`config.mk`:
```
export PLATFORM = sky130hd
export DESIGN_NAME = gap_ram
export DESIGN_NICKNAME = d
export VERILOG_FILES = /design/src/grid_astar_path_planner_defines.svh /design/src/gap_ram.sv
export SDC_FILE = /design/constraint.sdc
export NUM_CORES = 1
export LEC_CHECK = 0
export ABC_AREA = 1
export BUFFER_PORTS_ARGS = -buffer_cell sky130_fd_sc_hd__buf_2
export CAP_MARGIN = 20
export CORE_ASPECT_RATIO = 1.4
export CORE_MARGIN = 3
export CORE_UTILIZATION = 55
export CTS_BUF_LIST = sky130_fd_sc_hd__clkbuf_16
export DETAILED_ROUTE_END_ITERATION = 8
export GPL_ROUTABILITY_DRIVEN = 0
export PLACE_DENSITY_LB_ADDON = 0.15
export SLEW_MARGIN = 0
export SYNTH_ARGS = -nofsm -noshare
export SYNTH_HDL_FRONTEND = slang
export SYNTH_SLANG_ARGS = --single-unit
```
`constraint.sdc`:
```
create_clock -name clock -period 1 [get_ports clock]
set_input_delay 0.1 -clock clock [delete_from_list [all_inputs] [get_ports clock]]
set_output_delay 0.1 -clock clock [all_outputs]
set_load 0.1 [all_outputs]
```
`src/grid_astar_path_planner_defines.svh`:
```
// Assertion macros shared by the planner RTL.
`ifndef GRID_ASTAR_PATH_PLANNER_DEFINES_SVH
`define GRID_ASTAR_PATH_PLANNER_DEFINES_SVH

// The consequent must hold in the same cycle as the antecedent.
`define GAP_ASSERT_IMPLY(label, clk, rst, ante, cons, msg) \
   label: assert property (@(posedge clk) disable iff (rst) (ante) |-> (cons)) \
      else $error(msg);

// The consequent must hold in the cycle after the antecedent.
`define GAP_ASSERT_NEXT(label, clk, rst, ante, cons, msg) \
   label: assert property (@(posedge clk) disable iff (rst) (ante) |=> (cons)) \
      else $error(msg);

`endif

```
`src/gap_ram.sv`:
```
`timescale 1ns / 1ps
module gap_ram #(
   parameter int WIDTH = 8,
   parameter int DEPTH = 16
) (
   input  logic                                  clock,
   input  logic                                  we,
   input  logic [(DEPTH > 1 ? $clog2(DEPTH) : 1)-1:0] waddr,
   input  logic [WIDTH-1:0]                      wdata,
   input  logic [(DEPTH > 1 ? $clog2(DEPTH) : 1)-1:0] raddr,
   output logic [WIDTH-1:0]                      rdata
);

   logic [WIDTH-1:0] mem_ff [DEPTH];
   logic [WIDTH-1:0] rdata_ff;

   always_ff @(posedge clock) begin
      if (we) begin
         mem_ff[waddr] <= wdata;
      end
      rdata_ff <= mem_ff[raddr];
   end

   assign rdata = rdata_ff;

endmodule

```
==> impl_metrics.ini <==
[synth]
synthArstFlopShare = 0
synthFlopType = edfxtp_1
syn_area_um2 = 5770
syn_area_per_cell_um2 = 10.5
synth_top_area_frac = 0.667
yosys.area.top_type = edfxtp_1
yosys_warnings = 0
synth_most_common_cell = nand2_1
synth-seq-area-share = 0.694
synth_seq_cells = 136
postSynthCellCount = 551
yosys-top-cells-area = edfxtp_1 67%, nand2_1 11%, nand3_1 8.4%
synth_cell_type_count = 12
synth_edf_count = 128
syn_nets = 569
synth_common_cells = 173 x nand2_1, 128 x edfxtp_1, 100 x inv_1, 97 x nand3_1, 17 x nor2_1

[setup_path]
crit_end = rdata[2]
crit_path_start_kind = flip-flop
critical_path_buf_inv_count = 1
crit_chain = buf_12
r2r-start = mem_ff[9][6]
worstSetupStartpoint = rdata[2]
required_ns = 0.90
cpPeakStageDelay_ns = 0.37
crit_path_end_kind = primary output
cp_data_arrival_time_ns = 0.96
crit_family = flip-flops
r2r-end = rdata[6]
crit_cells = 1
cpMaxStageDelayCell = dfxtp_4
cp_max_fo = 1
crit_type = flip-flop to primary output
rr_worst_depth = 6
r2r_slack_ns = 0.04

[placement]
port_buffers = 25
numPlacedInstances = 728
hpwl_um = 8280
placed_area_um2 = 6500

[sta]
fin_worst_skew_ns = 0.00970
worst_slack_ns = -0.0624
tns_ns = -0.293
fin_crit_sh = 1.06
hold_viol = 0
setup_viol = 8
finalCriticalPeriod_ns = 1.06
tightest_slew_ns = 0.438
max_freq_ghz = 0.941
slew_violations = 0
rsz0062_at_grt = true
slew_headroom = 0.707

[finish]
stdcell_area_um2 = 7280
fin_cells = 760
area_growth_pct = 26.2
drive_above_1_share = 0.221
nets = 630
antenna_cells = 0

[pwr]
pwr_density_cell_nw_per_um2 = 1950
finalPower_mw = 14.2
clkPwrFrac = 0.450
intPower_mw = 11.0
leakage_nw = 3.17
combPwrFrac = 0.095
swShare = 0.225
p_sw_mw = 3.18
p_seq_frac = 0.455
ir_worst_vdd_mv = 1.28

[clock_network]
cts.clk_slew.worst_paths_ns = 0.05
clock_latency_ns = 0.42
cts-root-buf = clkbuf_16
clock_sinks = 136
clock_path_buffers = 2
cts_tree = yes
cts_made_buffers = 17
htreeDepth = 4

[global_route]
grt_pass1_vias = 4004
grtUsageTotal = 0.238
grt_max_degree = 39
overflow = 0
grt_pass1_wl_um = 20600
antenna_found_initial = 0

[route]
firstDrtPassIters = 4
vias = 3939
ant_nets = 0
finalWirelength_um = 13000
viasPerCell = 5.18
wire_per_inst_um = 17.1
drtIter0Drc = 304
drc_errors = 0

[floorplan]
rows = 43
ioPinCount = 26
core_region_area_um2 = 10100
dieHeight_um = 127
dieWidth_um = 92.5
start_util = 0.573
die_area_um2 = 11800

[run_status]
status = finished with violations
violations = negative setup slack

[job]
cap_violations = 0

[hold_path]
hold_class = input port to flip-flop
worst min path at each step:
| stage | end | from | cells past startpoint | slack (ns) |
|---|---|---|---|---|
| 3_3_place_gp | mem_ff[2][0] | wdata[0] | 1 | 0.51 |
| 3_5_place_dp | mem_ff[3][0] | wdata[0] | 1 | 0.52 |
| 5_1_grt | mem_ff[2][0] | wdata[0] | 1 | 0.09 |
| 6_report | mem_ff[0][0] | wdata[0] | 1 | 0.09 |
| 4_1_cts | mem_ff[10][0] | wdata[0] | 1 | 0.08 |
| 2_1_floorplan | mem_ff[0][0] | wdata[0] | 0 | 0.20 |
flip-flops by register name, indices dropped and copies added (netlist names):
register,flops
mem_ff,128
rdata,8
cells in the final DEF, fill, tap and decap left out:
cell type	instances
inv_2	2
nor2_2	3
clkinv_4	1
nor2_1	14
nand3_2	27
buf_4	28
nand3_1	68
clkinv_2	5
clkinvlp_4	3
nand2_1	173
inv_1	100
dfxtp_4	2
edfxtp_1	128
clkinv_1	2
nand3_4	2
buf_2	17
buf_12	21
bufinv_16	4
clkbuf_16	17
dfxtp_2	6
nand3b_1	2
final cells by class:
type	count	area [um2]
clock buffer	17	425
fill	740	2780
tap	135	169
clock inverter	15	184
sequential	136	4020
multi-input combinational	289	1380
inverter	102	383
timing repair buffer	66	716
layer usage:
metal,share of wire,routed length (um),vias up,global-route usage
met5,0,0,-,0
met4,0.038,500,0,0.120
met3,0.053,694,27,0.0577
met2,0.52,6750,130,0.398
met1,0.39,5070,1881,0.289
li1,-,-,1901,-
power groups by stage:
stage                     Sequential (mW)  Clock (mW)  Combinational (mW)
after floorplan                      6.80           0               0.452
after global placement               6.56           0                1.26
after detailed placement             6.57           0                1.28
after CTS                            6.45        6.42                1.30
after global routing                 6.45        6.66                1.44
final                                6.45        6.37                1.34
metrics by stage:
step / hold WS (ns) / worst slack (ns) / util
after floorplan: 0.199 / -0.0508 / -
after global placement: 0.511 / -0.257 / 0.646
final: 0.0888 / -0.0624 / 0.723
after CTS: 0.0821 / -0.0783 / 0.710
after detailed placement: 0.518 / -0.242 / 0.646
after global routing: 0.0927 / -0.0774 / 0.723
timing repair:
action                     CTS  global route
resized for setup            8            25
hold buffers                 0             0
buffers inserted             0             0
pin swaps                    0             9
setup endpoints to repair   13            16
cell families after synthesis:
logic type    Yosys count  synth area share
simple gates          289             0.210
buf+inv               126            0.0952
flops                 136             0.694
(Power assumes the default switching activity.)
